## config.mk

```make
export PLATFORM = sky130hd
export DESIGN_NAME = max_munch_expression_lexer_flat
export DESIGN_NICKNAME = d
export VERILOG_FILES = /design/src/hdl/mmel_pkg.sv /design/src/hdl/mmel_req_if.sv /design/src/hdl/mmel_rsp_if.sv /design/src/hdl/max_munch_expression_lexer.sv /design/src/hdl/mmel_front.sv /design/src/hdl/mmel_queue.sv /design/src/hdl/mmel_back.sv /design/src/flat_wrapper.sv
export SDC_FILE = /design/constraint.sdc
export NUM_CORES = 1
export LEC_CHECK = 0
export BUFFER_PORTS_ARGS = -buffer_cell sky130_fd_sc_hd__buf_2
export CAP_MARGIN = 20
export CORE_MARGIN = 2
export CORE_UTILIZATION = 40
export DETAILED_ROUTE_END_ITERATION = 7
export PLACE_DENSITY = 0.64
export SLEW_MARGIN = 40
export SYNTH_ARGS = -nofsm -noshare
export SYNTH_HDL_FRONTEND = slang
export SYNTH_HIERARCHICAL = 1
export SYNTH_SLANG_ARGS = --single-unit
```

## constraint.sdc

```tcl
create_clock -name clock -period 3.1 [get_ports clock]
set_input_delay 0.31 -clock clock [delete_from_list [all_inputs] [get_ports clock]]
set_output_delay 0.31 -clock clock [all_outputs]
set_load 0.05 [all_outputs]
```

## src/hdl/mmel_pkg.sv

```systemverilog
// ----------------------------------------------------------------------------
// Expression lexer package
// Shared types and constants for the maximal-munch expression lexer.
// ----------------------------------------------------------------------------
package mmel_pkg;

   // Default for the line length that sets the column and length limits.
   localparam int MAX_LINE_DEFAULT = 1024;

   // Result field widths.
   localparam int KIND_W  = 3;
   localparam int COL_W   = 10;
   localparam int LEN_W   = 11;

   // Queue between the front and the back.
   localparam int QUEUE_DEPTH = 2;
   localparam int QUEUE_PTR_W = (QUEUE_DEPTH > 1) ? $clog2(QUEUE_DEPTH) : 1;
   localparam int QUEUE_CNT_W = $clog2(QUEUE_DEPTH + 1);

   // Character codes that the classifier looks for.
   localparam logic [7:0] CHAR_HASH    = 8'h23;
   localparam logic [7:0] CHAR_PERIOD  = 8'h2E;
   localparam logic [7:0] CHAR_UNDER   = 8'h5F;
   localparam logic [7:0] CHAR_LPAREN  = 8'h28;
   localparam logic [7:0] CHAR_RPAREN  = 8'h29;
   localparam logic [7:0] CHAR_PLUS    = 8'h2B;
   localparam logic [7:0] CHAR_MINUS   = 8'h2D;
   localparam logic [7:0] CHAR_STAR    = 8'h2A;
   localparam logic [7:0] CHAR_SLASH   = 8'h2F;
   localparam logic [7:0] CHAR_TAB     = 8'h09;
   localparam logic [7:0] CHAR_NEWLINE = 8'h0A;
   localparam logic [7:0] CHAR_SPACE   = 8'h20;
   localparam logic [7:0] CHAR_ZERO    = 8'h30;
   localparam logic [7:0] CHAR_NINE    = 8'h39;
   localparam logic [7:0] CHAR_UPPER_A = 8'h41;
   localparam logic [7:0] CHAR_UPPER_Z = 8'h5A;
   localparam logic [7:0] CHAR_LOWER_A = 8'h61;
   localparam logic [7:0] CHAR_LOWER_Z = 8'h7A;

   typedef enum logic [KIND_W-1:0] {
      KIND_NUMBER  = 3'd0,
      KIND_IDENT   = 3'd1,
      KIND_SYMBOL  = 3'd2,
      KIND_UNKNOWN = 3'd3,
      KIND_NONE    = 3'd4
   } kind_type;

   // Character classes found by the front.
   typedef struct packed {
      logic is_digit;
      logic is_alpha;
      logic is_under;
      logic is_period;
      logic is_space;
      logic is_sym;
      logic is_hash;
   } char_class_type;

   // One queued item: a classified character or an end-of-line marker.
   typedef struct packed {
      char_class_type cls;
      logic           end_of_line;
   } queue_entry_type;

endpackage

```

## src/hdl/mmel_req_if.sv

```systemverilog
// ----------------------------------------------------------------------------
// Character channel
// Valid/ready channel that carries one character byte or an end-of-line mark.
// ----------------------------------------------------------------------------
interface mmel_req_if;
   logic       valid;
   logic       ready;
   logic [7:0] ch;
   logic       end_of_line;

   modport source (output valid, output ch, output end_of_line, input ready);
   modport sink   (input valid, input ch, input end_of_line, output ready);
endinterface

```

## src/hdl/mmel_rsp_if.sv

```systemverilog
// ----------------------------------------------------------------------------
// Token channel
// Valid/ready channel that carries one token descriptor.
// ----------------------------------------------------------------------------
interface mmel_rsp_if;
   logic        valid;
   logic        ready;
   logic [2:0]  kind;
   logic [9:0]  start_column;
   logic [10:0] length;
   logic        line_done;

   modport source (output valid, output kind, output start_column, output length,
                   output line_done, input ready);
   modport sink   (input valid, input kind, input start_column, input length,
                   input line_done, output ready);
endinterface

```

## src/hdl/max_munch_expression_lexer.sv

```systemverilog
// ----------------------------------------------------------------------------
// Maximal-munch expression lexer
// Splits a character stream into number, identifier, symbol and unknown tokens.
// ----------------------------------------------------------------------------
// The lexer takes one character transfer per clock cycle while the queue has
// room, and returns one token descriptor (kind, start column, length and a
// line-done flag) each time a token ends, with exactly one descriptor for every
// end-of-line marker, which carries the token that the marker ends or kind none.
// A result passes through the two-entry queue, into which the byte is
// classified, and then the output register, into which the token state
// update lands. The token state update in the back end is the one loop that
// sets the rate, so the sustained rate is one character per cycle for as
// long as results are taken. While the result side stalls, the queue keeps
// taking characters until it holds two, and the output register keeps one
// finished result waiting. There is no clearing pass after reset.
module max_munch_expression_lexer #(
   parameter int MAX_LINE = mmel_pkg::MAX_LINE_DEFAULT
) (
   input  logic       clock,
   input  logic       reset,
   mmel_req_if.sink   req,
   mmel_rsp_if.source rsp
);
   import mmel_pkg::*;

   // Front to queue.
   logic            push;
   queue_entry_type push_entry;
   logic            queue_full;

   // Queue to back.
   logic            head_valid;
   queue_entry_type head_entry;
   logic            pop;

   // The front classifies every byte as it is accepted, so the back only
   // sees a handful of class flags and never the byte itself.
   mmel_front u_front (
      .req        (req),
      .queue_full (queue_full),
      .push       (push),
      .push_entry (push_entry)
   );

   // The queue lets the input side keep running until it holds two items
   // while the result side is stalled.
   mmel_queue u_queue (
      .clock      (clock),
      .reset      (reset),
      .push       (push),
      .push_entry (push_entry),
      .full       (queue_full),
      .head_valid (head_valid),
      .head_entry (head_entry),
      .pop        (pop)
   );

   // The back holds the pending token and the column, and decides for each
   // item whether it extends the token or ends it.
   mmel_back #(
      .MAX_LINE (MAX_LINE)
   ) u_back (
      .clock      (clock),
      .reset      (reset),
      .head_valid (head_valid),
      .head_entry (head_entry),
      .pop        (pop),
      .rsp        (rsp)
   );

endmodule

```

## src/hdl/mmel_front.sv

```systemverilog
// ----------------------------------------------------------------------------
// Lexer front end
// Takes character transfers and classifies each byte for the queue.
// ----------------------------------------------------------------------------
module mmel_front (
   mmel_req_if.sink                 req,
   input  logic                     queue_full,
   output logic                     push,
   output mmel_pkg::queue_entry_type push_entry
);
   import mmel_pkg::*;

   function automatic char_class_type classify(input logic [7:0] c);
      char_class_type cls;
      cls.is_digit  = (c >= CHAR_ZERO) && (c <= CHAR_NINE);
      cls.is_alpha  = ((c >= CHAR_UPPER_A) && (c <= CHAR_UPPER_Z)) ||
                      ((c >= CHAR_LOWER_A) && (c <= CHAR_LOWER_Z));
      cls.is_under  = (c == CHAR_UNDER);
      cls.is_period = (c == CHAR_PERIOD);
      cls.is_space  = (c == CHAR_SPACE) || (c == CHAR_TAB) || (c == CHAR_NEWLINE);
      cls.is_sym    = (c == CHAR_LPAREN) || (c == CHAR_RPAREN) || (c == CHAR_PLUS) ||
                      (c == CHAR_MINUS) || (c == CHAR_STAR) || (c == CHAR_SLASH);
      cls.is_hash   = (c == CHAR_HASH);
      return cls;
   endfunction

   assign req.ready              = !queue_full;
   assign push                   = req.valid && !queue_full;
   assign push_entry.cls         = classify(req.ch);
   assign push_entry.end_of_line = req.end_of_line;

endmodule

```

## src/hdl/mmel_queue.sv

```systemverilog
// ----------------------------------------------------------------------------
// Lexer queue
// Short FIFO of classified characters between the front and the back.
// ----------------------------------------------------------------------------
module mmel_queue (
   input  logic                      clock,
   input  logic                      reset,
   input  logic                      push,
   input  mmel_pkg::queue_entry_type push_entry,
   output logic                      full,
   output logic                      head_valid,
   output mmel_pkg::queue_entry_type head_entry,
   input  logic                      pop
);
   import mmel_pkg::*;

   queue_entry_type        mem_ff [QUEUE_DEPTH];
   logic [QUEUE_PTR_W-1:0] wr_ptr_ff, wr_ptr_in;
   logic [QUEUE_PTR_W-1:0] rd_ptr_ff, rd_ptr_in;
   logic [QUEUE_CNT_W-1:0] count_ff, count_in;
   logic                   do_pop;

   function automatic logic [QUEUE_PTR_W-1:0] next_ptr(input logic [QUEUE_PTR_W-1:0] p);
      return (p == QUEUE_PTR_W'(QUEUE_DEPTH - 1)) ? '0 : p + 1'b1;
   endfunction

   assign full       = (count_ff == QUEUE_CNT_W'(QUEUE_DEPTH));
   assign head_valid = (count_ff != '0);
   assign head_entry = mem_ff[rd_ptr_ff];
   assign do_pop     = pop && head_valid;

   always_comb begin
      wr_ptr_in = push ? next_ptr(wr_ptr_ff) : wr_ptr_ff;
      rd_ptr_in = do_pop ? next_ptr(rd_ptr_ff) : rd_ptr_ff;
      count_in  = count_ff;
      if (push && !do_pop) begin
         count_in = count_ff + 1'b1;
      end else if (do_pop && !push) begin
         count_in = count_ff - 1'b1;
      end
   end

   always_ff @(posedge clock) begin
      if (reset) begin
         wr_ptr_ff <= '0;
         rd_ptr_ff <= '0;
         count_ff  <= '0;
      end else begin
         wr_ptr_ff <= wr_ptr_in;
         rd_ptr_ff <= rd_ptr_in;
         count_ff  <= count_in;
      end
   end

   always_ff @(posedge clock) begin
      if (push) begin
         mem_ff[wr_ptr_ff] <= push_entry;
      end
   end

endmodule

```

## src/hdl/mmel_back.sv

```systemverilog
// ----------------------------------------------------------------------------
// Lexer back end
// Runs the token state for each queued item and registers the results.
// ----------------------------------------------------------------------------
module mmel_back #(
   parameter int MAX_LINE = mmel_pkg::MAX_LINE_DEFAULT
) (
   input  logic                      clock,
   input  logic                      reset,
   input  logic                      head_valid,
   input  mmel_pkg::queue_entry_type head_entry,
   output logic                      pop,
   mmel_rsp_if.source                rsp
);
   import mmel_pkg::*;

   localparam int COL_CAP_INT = ((MAX_LINE - 1) < 1023) ? (MAX_LINE - 1) : 1023;
   localparam int LEN_CAP_INT = (MAX_LINE < 2047) ? MAX_LINE : 2047;
   localparam logic [COL_W-1:0] COL_CAP = COL_W'(COL_CAP_INT);
   localparam logic [LEN_W-1:0] LEN_CAP = LEN_W'(LEN_CAP_INT);

   // Token state.
   logic             may_num_ff, may_num_in;
   logic             may_id_ff, may_id_in;
   logic             seen_period_ff, seen_period_in;
   logic             sym_ff, sym_in;
   logic             unk_ff, unk_in;
   logic [LEN_W-1:0] len_ff, len_in;
   logic [COL_W-1:0] start_ff, start_in;
   logic [COL_W-1:0] column_ff, column_in;
   logic             in_comment_ff, in_comment_in;

   // Output register.
   logic             out_valid_ff, out_valid_in;
   kind_type         kind_ff, kind_in;
   logic [COL_W-1:0] out_start_ff, out_start_in;
   logic [LEN_W-1:0] out_len_ff, out_len_in;
   logic             done_ff, done_in;

   char_class_type   cls;
   logic             num_ok, id_ok, extend, emit;
   kind_type         cur_kind;

   assign cls = head_entry.cls;
   assign pop = head_valid && (!out_valid_ff || rsp.ready);

   always_comb begin
      priority if (may_id_ff) begin
         cur_kind = KIND_IDENT;
      end else if (may_num_ff) begin
         cur_kind = KIND_NUMBER;
      end else if (sym_ff) begin
         cur_kind = KIND_SYMBOL;
      end else begin
         cur_kind = KIND_UNKNOWN;
      end
   end

   assign num_ok = may_num_ff &&
                   (cls.is_digit || cls.is_under || (cls.is_period && !seen_period_ff));
   assign id_ok  = may_id_ff && (cls.is_alpha || cls.is_digit || cls.is_under);
   assign extend = (len_ff != '0) && !cls.is_space && !sym_ff && !unk_ff &&
                   (num_ok || id_ok);

   always_comb begin
      may_num_in     = may_num_ff;
      may_id_in      = may_id_ff;
      seen_period_in = seen_period_ff;
      sym_in         = sym_ff;
      unk_in         = unk_ff;
      len_in         = len_ff;
      start_in       = start_ff;
      column_in      = column_ff;
      in_comment_in  = in_comment_ff;
      emit           = 1'b0;
      kind_in        = cur_kind;
      out_start_in   = start_ff;
      out_len_in     = len_ff;
      done_in        = 1'b0;

      if (head_entry.end_of_line) begin
         // Flush whatever is pending and start the next line clean.
         emit = 1'b1;
         done_in = 1'b1;
         if (len_ff == '0) begin
            kind_in      = KIND_NONE;
            out_start_in = '0;
            out_len_in   = '0;
         end
         may_num_in     = 1'b0;
         may_id_in      = 1'b0;
         seen_period_in = 1'b0;
         sym_in         = 1'b0;
         unk_in         = 1'b0;
         len_in         = '0;
         start_in       = '0;
         column_in      = '0;
         in_comment_in  = 1'b0;
      end else if (in_comment_ff) begin
         // Comment text is dropped and does not move the column.
      end else if (cls.is_hash) begin
         in_comment_in = 1'b1;
      end else begin
         if (extend) begin
            may_num_in = num_ok;
            may_id_in  = id_ok;
            if (num_ok && cls.is_period) begin
               seen_period_in = 1'b1;
            end
            if (len_ff < LEN_CAP) begin
               len_in = len_ff + 1'b1;
            end
         end else begin
            emit = (len_ff != '0);
            if (cls.is_space) begin
               may_num_in     = 1'b0;
               may_id_in      = 1'b0;
               seen_period_in = 1'b0;
               sym_in         = 1'b0;
               unk_in         = 1'b0;
               len_in         = '0;
               start_in       = '0;
            end else begin
               may_num_in     = cls.is_digit || cls.is_under || cls.is_period;
               seen_period_in = cls.is_period;
               may_id_in      = cls.is_alpha || cls.is_under;
               sym_in         = cls.is_sym;
               unk_in         = !(cls.is_digit || cls.is_under || cls.is_period ||
                                  cls.is_alpha || cls.is_sym);
               len_in         = LEN_W'(1);
               start_in       = column_ff;
            end
         end
         if (column_ff < COL_CAP) begin
            column_in = column_ff + 1'b1;
         end
      end

      out_valid_in = out_valid_ff && !rsp.ready;
      if (pop && emit) begin
         out_valid_in = 1'b1;
      end
   end

   always_ff @(posedge clock) begin
      if (reset) begin
         may_num_ff     <= 1'b0;
         may_id_ff      <= 1'b0;
         seen_period_ff <= 1'b0;
         sym_ff         <= 1'b0;
         unk_ff         <= 1'b0;
         len_ff         <= '0;
         start_ff       <= '0;
         column_ff      <= '0;
         in_comment_ff  <= 1'b0;
         out_valid_ff   <= 1'b0;
      end else begin
         if (pop) begin
            may_num_ff     <= may_num_in;
            may_id_ff      <= may_id_in;
            seen_period_ff <= seen_period_in;
            sym_ff         <= sym_in;
            unk_ff         <= unk_in;
            len_ff         <= len_in;
            start_ff       <= start_in;
            column_ff      <= column_in;
            in_comment_ff  <= in_comment_in;
         end
         out_valid_ff <= out_valid_in;
      end
   end

   always_ff @(posedge clock) begin
      if (pop && emit) begin
         kind_ff      <= kind_in;
         out_start_ff <= out_start_in;
         out_len_ff   <= out_len_in;
         done_ff      <= done_in;
      end
   end

   assign rsp.valid        = out_valid_ff;
   assign rsp.kind         = kind_ff;
   assign rsp.start_column = out_start_ff;
   assign rsp.length       = out_len_ff;
   assign rsp.line_done    = done_ff;

   // An end-of-line marker leaves the token state and the column cleared.
   a_eol_clears: assert property (@(posedge clock) disable iff (reset)
      (pop && head_entry.end_of_line) |=>
         (len_ff == '0) && (column_ff == '0) && !in_comment_ff)
      else $error("state not cleared after end of line");

   // A pending length exists exactly when some token class is live.
   a_len_class: assert property (@(posedge clock) disable iff (reset)
      (len_ff != '0) == (may_num_ff || may_id_ff || sym_ff || unk_ff))
      else $error("pending length and class flags disagree");

   // An empty-line result only ever answers an end-of-line marker.
   a_none_is_done: assert property (@(posedge clock) disable iff (reset)
      (out_valid_ff && (kind_ff == KIND_NONE)) |-> (done_ff && (out_len_ff == '0)))
      else $error("no-token result without end of line");

   // The column never passes its saturation value.
   a_col_cap: assert property (@(posedge clock) disable iff (reset)
      column_ff <= COL_CAP)
      else $error("column above its limit");

endmodule
```

## src/flat_wrapper.sv

```systemverilog
// flat-port wrapper written by rule: the top's interface ports become plain ports
module max_munch_expression_lexer_flat import mmel_pkg::*;
#(
   parameter int MAX_LINE = mmel_pkg::MAX_LINE_DEFAULT
)
  (clock, reset, req_valid, req_ch, req_end_of_line, req_ready, rsp_valid, rsp_kind, rsp_start_column, rsp_length, rsp_line_done, rsp_ready);
  mmel_req_if req_i ();
  mmel_rsp_if rsp_i ();
  input  logic clock;
  input  logic reset;
  input wire logic [$bits(req_i.valid)-1:0] req_valid;
  input wire logic [$bits(req_i.ch)-1:0] req_ch;
  input wire logic [$bits(req_i.end_of_line)-1:0] req_end_of_line;
  output wire logic [$bits(req_i.ready)-1:0] req_ready;
  output wire logic [$bits(rsp_i.valid)-1:0] rsp_valid;
  output wire logic [$bits(rsp_i.kind)-1:0] rsp_kind;
  output wire logic [$bits(rsp_i.start_column)-1:0] rsp_start_column;
  output wire logic [$bits(rsp_i.length)-1:0] rsp_length;
  output wire logic [$bits(rsp_i.line_done)-1:0] rsp_line_done;
  input wire logic [$bits(rsp_i.ready)-1:0] rsp_ready;
  assign req_i.valid = req_valid;
  assign req_i.ch = req_ch;
  assign req_i.end_of_line = req_end_of_line;
  assign req_ready = req_i.ready;
  assign rsp_valid = rsp_i.valid;
  assign rsp_kind = rsp_i.kind;
  assign rsp_start_column = rsp_i.start_column;
  assign rsp_length = rsp_i.length;
  assign rsp_line_done = rsp_i.line_done;
  assign rsp_i.ready = rsp_ready;
  max_munch_expression_lexer #(.MAX_LINE(MAX_LINE)) u_core (.clock(clock), .reset(reset), .req(req_i), .rsp(rsp_i));
endmodule
```

After elaboration in Yosys (flattened, before gate mapping)

Memory sizes are Yosys's and may differ from the RTL's. A register that Yosys moved wholly into a read port is not among the register bits.
Index checks and enable logic that the tools add are counted.

Bits in writable memories: 16
Flip-flop bits (word level): 67
Input port bits: 13
Memories kept: 1
Output and inout port bits: 27

Memories:

| name                  | depth | width | read ports | clocked after Yosys merged registers in | wr ports | line             | text |
|---|---|---|---|---|---|---|---|
| u_core.u_queue.mem_ff | 2     | 8     | 1          | 1                                       | 1        | mmel_queue.sv:17 | `queue_entry_type mem_ff [QUEUE_DEPTH];` |

Reduce and logical (&&, ||, !) cells: 56
Muxes and demuxes: 67
$lt $le $gt $ge: 8
$add $sub $neg: 6
Equal/unequal tests: 18

Operator list:

| kind                                                           | number |
|---|---|
| two-way mux 10 bit                                             | 11 |
| two-way mux 11 bit                                             | 7 |
| == test 8 x 6 -> 1 bit, second input constant                  | 9 |
| two-way mux 1 bit                                              | 43 |
| logical AND 1 bit                                              | 18 |
| logical OR 1 bit                                               | 18 |
| == test 8 x 4 -> 1 bit, second input constant                  | 2 |
| >= comparator 8 x 7 -> 1 bit, second input constant            | 2 |
| less-or-equal comparator 8 x 7 -> 1 bit, second input constant | 2 |
| AND reduction 4 bit                                            | 4 |
| adder 11 x 1 -> 11 bit, second input constant                  | 1 |
| logical NOT 11 bit                                             | 1 |
| < comparator 11 bit, second input constant                     | 1 |
| nonzero test 11 bit                                            | 1 |
| adder 10 x 1 -> 10 bit, second input constant                  | 1 |
| logical NOT 1 bit                                              | 10 |
| < comparator 10 bit, second input constant                     | 1 |
| == test 8 x 7 -> 1 bit, second input constant                  | 1 |
| >= comparator 8 x 6 -> 1 bit, second input constant            | 1 |
| less-or-equal comparator 8 x 6 -> 1 bit, second input constant | 1 |
| two-way mux 2 bit                                              | 4 |
| two-way mux 3 bit                                              | 2 |
| inequality test 3 x 1 -> 1 bit, second input constant          | 2 |
| nonzero test 2 bit                                             | 3 |
| other kinds (7)                                                | 9 |

Logic depth before layout (Yosys ltp)

Gate-level depths: netlist of the first run.

Word-level depth: 12
Gate-level depth with buffers: 9
Gate-level depth less buffers: 7

Cells and area by module

Netlist of the first run, hierarchy kept.

By module, submodules not included:

| module     | instances | sequential area each (um^2) | area an instance (um^2) | cells an instance |
|---|---|---|---|---|
| mmel_back  | 1         | 1511.4                      | 2820.2                  | 284 |
| mmel_queue | 1         | 580.6                       | 787.0                   | 47 |
| mmel_front | 1         | 0.0                         | 157.7                   | 27 |

Worst setup path before layout of the first run

OpenSTA, ideal clock, no wires.

Path kind: flip-flop to flip-flop
Start point: register with a tool-made name
End point: register u_core.u_back.kind_ff[0], in the netlist u_core/u_back/rsp.kind[0], enable pin
Arrival time: 2418 ps
Library setup time: 383 ps
Required time: 2717 ps
Cell stages (with the launch flop): 8
Path buffers: 1
Period minus slack after synthesis: 2801 ps
Path slack: 299 ps
Path through: dfxtp_1 > buf_2 > mux2_2 > nor2b_2 > o31ai_4 > nand2_1 > a2111oi_2 > o21a_1

RTL lines:

| element                | line             | text |
|---|---|---|
| end signal: assignment | mmel_back.sv:175 | `kind_ff <= kind_in;` |
| end: declaration       | mmel_back.sv:35  | `kind_type kind_ff, kind_in;` |

==> results of run 1 <==
-- critical path, stage by stage, from the launching register on --
cell and delay (ns):
dfxtp_1 0.52, mux2_2 0.42, nor2b_2 0.18, o31ai_4 0.29, nand2_1 0.15, a2111oi_2 0.38, o21a_1 0.21, buf_12 0.19
-- state kept, by name, indices dropped and copies added, names as in the netlist, named ones only --
signal / cells
u_core/u_queue/mem_ff: 16
u_core/u_back/len_ff: 11
u_core/u_back/rsp.length: 11
u_core/u_back/column_ff: 10
u_core/u_back/rsp.start_column: 10
u_core/u_back/start_ff: 10
u_core/u_back/rsp.kind: 3
u_core/u_queue/count_ff: 2
u_core/u_back/in_comment_ff: 1
u_core/u_back/may_id_ff: 1
u_core/u_back/may_num_ff: 1
u_core/u_back/rsp.line_done: 1
u_core/u_back/rsp.valid: 1
u_core/u_back/seen_period_ff: 1
u_core/u_back/sym_ff: 1
u_core/u_back/unk_ff: 1
u_core/u_queue/rd_ptr_ff: 1
u_core/u_queue/wr_ptr_ff: 1
-- final cells by class --
| cell class | instances | area share |
|---|---|---|
| multi-input combinational | 242 | 0.3646 |
| tap | 111 | 0.03293 |
| clock inverter | 6 | 0.01127 |
| sequential | 84 | 0.4960 |
| clock buffer | 10 | 0.03263 |
| timing repair buffer | 42 | 0.05458 |
| inverter | 9 | 0.008009 |
-- power by group --
group | internal, mW | leakage, nW | switching [mW]
clock network | 0.318 | 0.0894 | 0.391
logic | 0.333 | 0.662 | 0.940
registers | 1.38 | 0.740 | 0.0920
total | 2.03 | 1.49 | 1.42
-- kinds of logic after synthesis --
| kind of cell | Yosys count | share of synthesized area |
|---|---|---|
| adder cells (fa/ha/maj) | 4 | 0.01329 |
| multiplexers | 9 | 0.02692 |
| XOR/XNOR | 10 | 0.02327 |
| buffers and inverters | 32 | 0.03589 |
| AO/OA/AOI/OAI | 65 | 0.1230 |
| flip-flops | 84 | 0.5557 |
| AND/OR/NAND/NOR | 154 | 0.2220 |
-- worst min-delay path by stage --
| stage | start | to |
|---|---|---|
| 6_report | req_end_of_line | u_core/u_queue/mem_ff[1][0]$_DFFE_PP_ |
| 3_3_place_gp | u_core/u_back/start_ff[1]$_SDFFE_PP0P_ | u_core/u_back/start_ff[1]$_SDFFE_PP0P_ |
| 4_1_cts | req_end_of_line | u_core/u_queue/mem_ff[1][0]$_DFFE_PP_ |
| 5_1_grt | req_end_of_line | u_core/u_queue/mem_ff[0][0]$_DFFE_PP_ |
| 2_1_floorplan | reset | u_core/u_queue/count_ff[1]$_SDFFE_PP0P_ |
| 3_5_place_dp | u_core/u_back/start_ff[6]$_SDFFE_PP0P_ | u_core/u_back/start_ff[6]$_SDFFE_PP0P_ |
-- stage by stage --
stage               hold WS (ns)  utilization  total power, mW  setup slack (ns)
floorplan                 0.3791            -            2.491            0.2993
global placement          0.4423       0.4385            2.759            0.5270
detailed placement        0.4476       0.4385            2.778            0.4683
CTS                       0.1376       0.4586            3.491            0.4546
global route              0.1389       0.4586            3.663            0.2880
finish                    0.1563       0.4586            3.456            0.4569
-- placed cells by master (no fill, tap or decap), types with 4 or more instances in the layout --
cell type / netlist / layout
dfxtp_1: 43 / 43
mux2_2: 9 / 9
o31a_1: 5 / 5
o21ai_0: 24 / 24
a31oi_1: 4 / 4
a21oi_1: 13 / 13
nand2_1: 35 / 35
nor2_1: 30 / 30
nor3_1: 13 / 13
or3_1: 5 / 5
edfxtp_1: 41 / 41
nand4_1: 9 / 9
and2_1: 13 / 13
clkbuf_8: 0 / 10
xor2_1: 9 / 9
nor3_2: 4 / 4
ha_1: 4 / 4
buf_2: 6 / 39
nand3_1: 18 / 18
inv_1: 9 / 9
-- routing by layer --
layer / track usage / wire (um)
met5: 0 / 0
met4: 0.05925 / 82
met3: 0.03329 / 273
met2: 0.2185 / 3061
met1: 0.1943 / 3402
==> results.md, run 1 <==
* PwrDens at 819.3 nW/um2
* First-pass GRT wire length at ~12 mm
* Inserted Diodes at 0
* Final worst-path cycle share at 0.8526
* Hold depth at 1
* Post-synth top area share at 0.3270
* YS warnings at 6
* Final setup viols at 0
* Post-DP HPWL at 4.786 mm
* Syn nets at 375
* Num Clock Sinks at 84
* Clk root buf: clkbuf_8
* Setup slack, reg-to-reg at between 0.4 and 0.5 ns
* Top FF cell, synth: dfxtp_1
* Fmax at 0.3783 GHz
* Yosys cell types at 54
* Placer Congestion at 0.8529
* Largest net degree at the start of global routing at 31
* Fin cells at 504
* CTS Buf Count at 9
* Hold WC Path Type: in2reg
* Post-CTS setup buffers at 0
* Final Cell Area at 4218 um2
* Setup Total Neg Slack at 0 ns
* # resized after CTS at 0
* Crit path launch type: flip-flop
* Final Hold Vio Count at 0
* Layout net count at between 400 and 500
* Antenna violations before repair at 0
* All-Layer GR Usage at 0.1425
* Initial Util at 0.4094
* Share of cells above drive strength 1 at 0.2214
* Final Routed Wirelength at 6.819 mm
* Post-Place Cells at 488
* Vias at 2655
* Core area at approximately 9200 um2
* TritonCTS clock tree: built
* RSZ-0062 raised after global routing: false
* Mapped Area at 3765 um2
* Worst Tran Pin Value at 0.7003 ns
* Area growth from synthesis to layout at 12.03%
* Synthesized flop and latch total at between 80 and 90
* Wire length per cell at between 10 and 15 um
* Rel. slew slack at 0.5311
* Clock Latency Late Sink at 0.35 ns
* I/O pin cnt at 40
* Multi-input logic area at 1538 um2
* Final antenna-violating net count at 0
* Maximum VDD drop at 0.2930 mV
* Vias in the first global route at 2439
* PortBufs at 39
* Max-Cap Viols at 0
* CP arrival at ~2.7 ns
* Die ar. at 10200 um2
* Cts hold-fix bufs at 0
* Crit-path max FO at 25
* Top-count cell post-synth: dfxtp_1
* DRT iter0 DRCs at ~170
* Leak at between 1 and 1.5 nW
* Post-synthesis sequential area ratio at 0.5557
* CP Class: reg2reg
* Worst setup path endpoint: u_core/u_back/rsp.length[4]$_DFFE_PP_
* Setup crit end kind: flip-flop
* CTS max path bufs at 2
* Vias per inst at 5.268
* Post-synth EDFFs at 41
* Avg Inst Size Synth at 10.52 um2
* Total global routing overflow at 0
* Setup Skew at 0.008813 ns
* Worst r2r dst: u_core/u_back/rsp.length[4]$_DFFE_PP_
* R2r worst-path depth at 7
* Die H at 101.0 um
* CP required at 3.15 ns
* Synth cell count leaders: 43 x dfxtp_1, 41 x edfxtp_1, 35 x nand2_1
* Max Slew Vio Count at 0
* Standard-cell rows at 35
* Clock transition at the registers of the reported paths at 0.08 ns
* Async SR Flop Fraction at 0
* # DRC at 0
* Fillcell total at 881
* Crit path time final at 2.643 ns
* Mapped Cells at 358
* Status: completed
* Synth top area cells: edfxtp_1 33%, dfxtp_1 23%, nand2_1 3.5%
* DP Area at 4033 um2
* First-pass DRT Iterations at 4
* Synth area leader: edfxtp_1
* H-tree depth at 3
* Flip-flop and latch area at 2092 um2
* Die X at 101.0 um
Note: power is estimated with default switching activity, not from simulation.
==> inputs of run 2 (changes only) <==
- CORE_MARGIN: 2 -> 5
==> run 2 against run 1 <==
Register-to-register slack better by 0.02 ns. Design area grew 1.4%. Setup slack better by 0.022 ns.
==> results.md, run 2 (synthesized netlist as in run 1, its figures left out) <==
* Buf/Inv on CP at 1 (unchanged)
* Hold depth at 1 (unchanged)
* First-pass GRT wire length at 12.16 mm (+5.3%)
* Clock transition at the registers of the reported paths at 0.08 ns (about the same)
* Status: completed
* Max Slew Vio Count at 0 (unchanged)
* Family with the most delay on the worst path: compound AO/OA/AOI/OAI gates
* Core area at 9196 um2 (unchanged)
* Die ar. at 11450 um2 (+12%)
* Crit path launch type: flip-flop
* Hold path start: req_end_of_line
* Largest net degree at the start of global routing at 31 (unchanged)
* TritonCTS clock tree: built
* I/O pin cnt at 40 (unchanged)
* Setup Skew at 0.005707 ns (-0.003106 ns)
* Worst Tran Pin Value at 0.6663 ns (-0.03398 ns)
* Max-Cap Viols at 0 (unchanged)
* Hold WC Path Type: in2reg
* Final Hold Vio Count at 0 (unchanged)
* Standard-cell rows at 35 (unchanged)
* R2r worst-path depth at 7 (unchanged)
* CP arrival at 2.69 ns (about the same)
* Maximum VDD drop at 0.2932 mV (about the same)
* Vias at 2682 (+1.0%)
* # DRC at 0 (unchanged)
* Die H at 107.0 um (+5.9%)
* Clk root buf: clkbuf_8
* Vias per inst at 5.321 (+1.0%)
* Area growth from synthesis to layout at 13.59%
* Final worst-path cycle share at 0.8454 (-0.007190)
* # resized after CTS at 0 (unchanged)
* Inserted Diodes at 0 (unchanged)
* Placer Congestion at 0.8155 (-4.4%)
* RSZ-0062 raised after global routing: false
* PwrDens at 852.6 nW/um2 (+4.1%)
* Fmax at 0.3816 GHz (+0.85%)
* Critical path depth at 7 (unchanged)
* First-pass DRT Iterations at 5 (+1)
* CTS max path bufs at 2 (unchanged)
* Post-CTS setup buffers at 0 (unchanged)
* Layout net count at 405 (unchanged)
* Final Routed Wirelength at 6.989 mm (+2.5%)
* Final worst setup slack at 0.4792 ns (+0.02229 ns)
* Max incr delay on CP at 0.50 ns (-0.02 ns)
* CTS Buf Count at 9 (unchanged)
* Cts hold-fix bufs at 0 (unchanged)
* DRT iter0 DRCs at 223 (+29%)
* Setup crit end kind: flip-flop
* Die X at 107.0 um (+5.9%)
* Most common cell after layout, fill and taps aside: dfxtp_1
* Crit-path max FO at 25 (unchanged)
* Crit path time final at 2.621 ns (-0.02229 ns)
* Crit path cell chain: mux2_2 -> nor2b_2 -> o31ai_4 -> nand2_1 -> a2111oi_2 -> o21a_1 -> buf_12
* Initial Util at 0.4094 (unchanged)
* CP required at 3.17 ns (+0.02 ns)
* CP Class: reg2reg
* Total global routing overflow at 0 (unchanged)
* Power Total at 3.646 mW (+5.5%)
* Antenna violations before repair at 0 (unchanged)
* Wire length per cell at 13.87 um (+2.5%)
* Most frequent cells in the layout: 43 x dfxtp_1, 41 x edfxtp_1, 39 x buf_2
* Post-DP HPWL at 4.911 mm (+2.6%)
* Max reg flops at 16 (unchanged)
* Max stage delay cell, worst path: dfxtp_1
* Setup Total Neg Slack at 0 ns (unchanged)
* Num Clock Sinks at 84 (unchanged)
* Final setup viols at 0 (unchanged)
* PortBufs at 39 (unchanged)
* H-tree depth at 3 (unchanged)
* Share of cells above drive strength 1 at 0.2214 (unchanged)
* Largest reg by FF count: u_core/u_queue/mem_ff
* Placement Setup Slack at 0.4781 ns (+0.009832 ns)
* Vias in the first global route at 2547 (+4.4%)
* Leak at 1.523 nW (+2.1%)
* Final antenna-violating net count at 0 (unchanged)
* Clock Latency Late Sink at 0.36 ns (about the same)
* Rel. slew slack at 0.5549 (+0.02379)
* All-Layer GR Usage at 0.1338 (-0.008710)
-- run 2: changes by cell type in the layout (fill, tap and decap cells not counted) --
cell        change
bufinv_16       +2
clkbuf_16       +1
clkinv_2        +1
clkinv_4        -1
clkinvlp_4      -1
inv_4           -1
inv_6           -1
-- run 2: metrics by stage --
stage	utilization	hold slack, ns	std cells	instance area [um2]
floorplan	-	0.3791	358	3765
global placement	0.4385	0.4390	488	4033
detailed placement	0.4385	0.4468	488	4033
CTS	0.4650	0.1275	504	4277
global route	0.4650	0.1221	504	4277
finish	0.4650	0.1427	504	4277
-- run 2: power breakdown --
group          switching (mW)  internal [mW]  total [mW]
Combinational           0.938          0.333        1.27
Sequential             0.0909           1.38        1.47
Clock                   0.379          0.524       0.903
Total                    1.41           2.24        3.65
-- run 2: path summary, 6_finish.rpt --
check	to	slack, ns
worst max-delay path	u_core/u_back/rsp.kind[1]$_DFFE_PP_	0.48
worst max register to register	u_core/u_back/rsp.kind[1]$_DFFE_PP_	0.48
worst min register to register	u_core/u_back/start_ff[1]$_SDFFE_PP0P_	0.45
worst min-delay path	u_core/u_queue/mem_ff[0][0]$_DFFE_PP_	0.14
-- run 2: worst register-to-register path, cell delays in order (launching register included) --
cell and delay, ns:
dfxtp_1 0.50, mux2_2 0.42, nor2b_2 0.18, o31ai_4 0.29, nand2_1 0.16, a2111oi_2 0.39
o21a_1 0.20, buf_12 0.19
-- run 2: area by class of cell --
type / count / area, um2
Inverter: 9 / 33.78
Sequential cell: 84 / 2092
Multi-Input combinational cell: 242 / 1538
Clock buffer: 11 / 162.7
Clock inverter: 5 / 81.33
Timing Repair Buffer: 42 / 230.2
Fill cell: 879 / 4920
Tap cell: 111 / 138.9
-- run 2: routing by layer --
metal  up-vias  wire length, um  GRT usage  share of wire
li1       1356                -          -              -
met1      1239             3372     0.1814           0.48
met2        77             3060     0.2010           0.44
met3        10              418    0.04094          0.060
met4         0              138    0.05023          0.020
met5         -                0          0              0
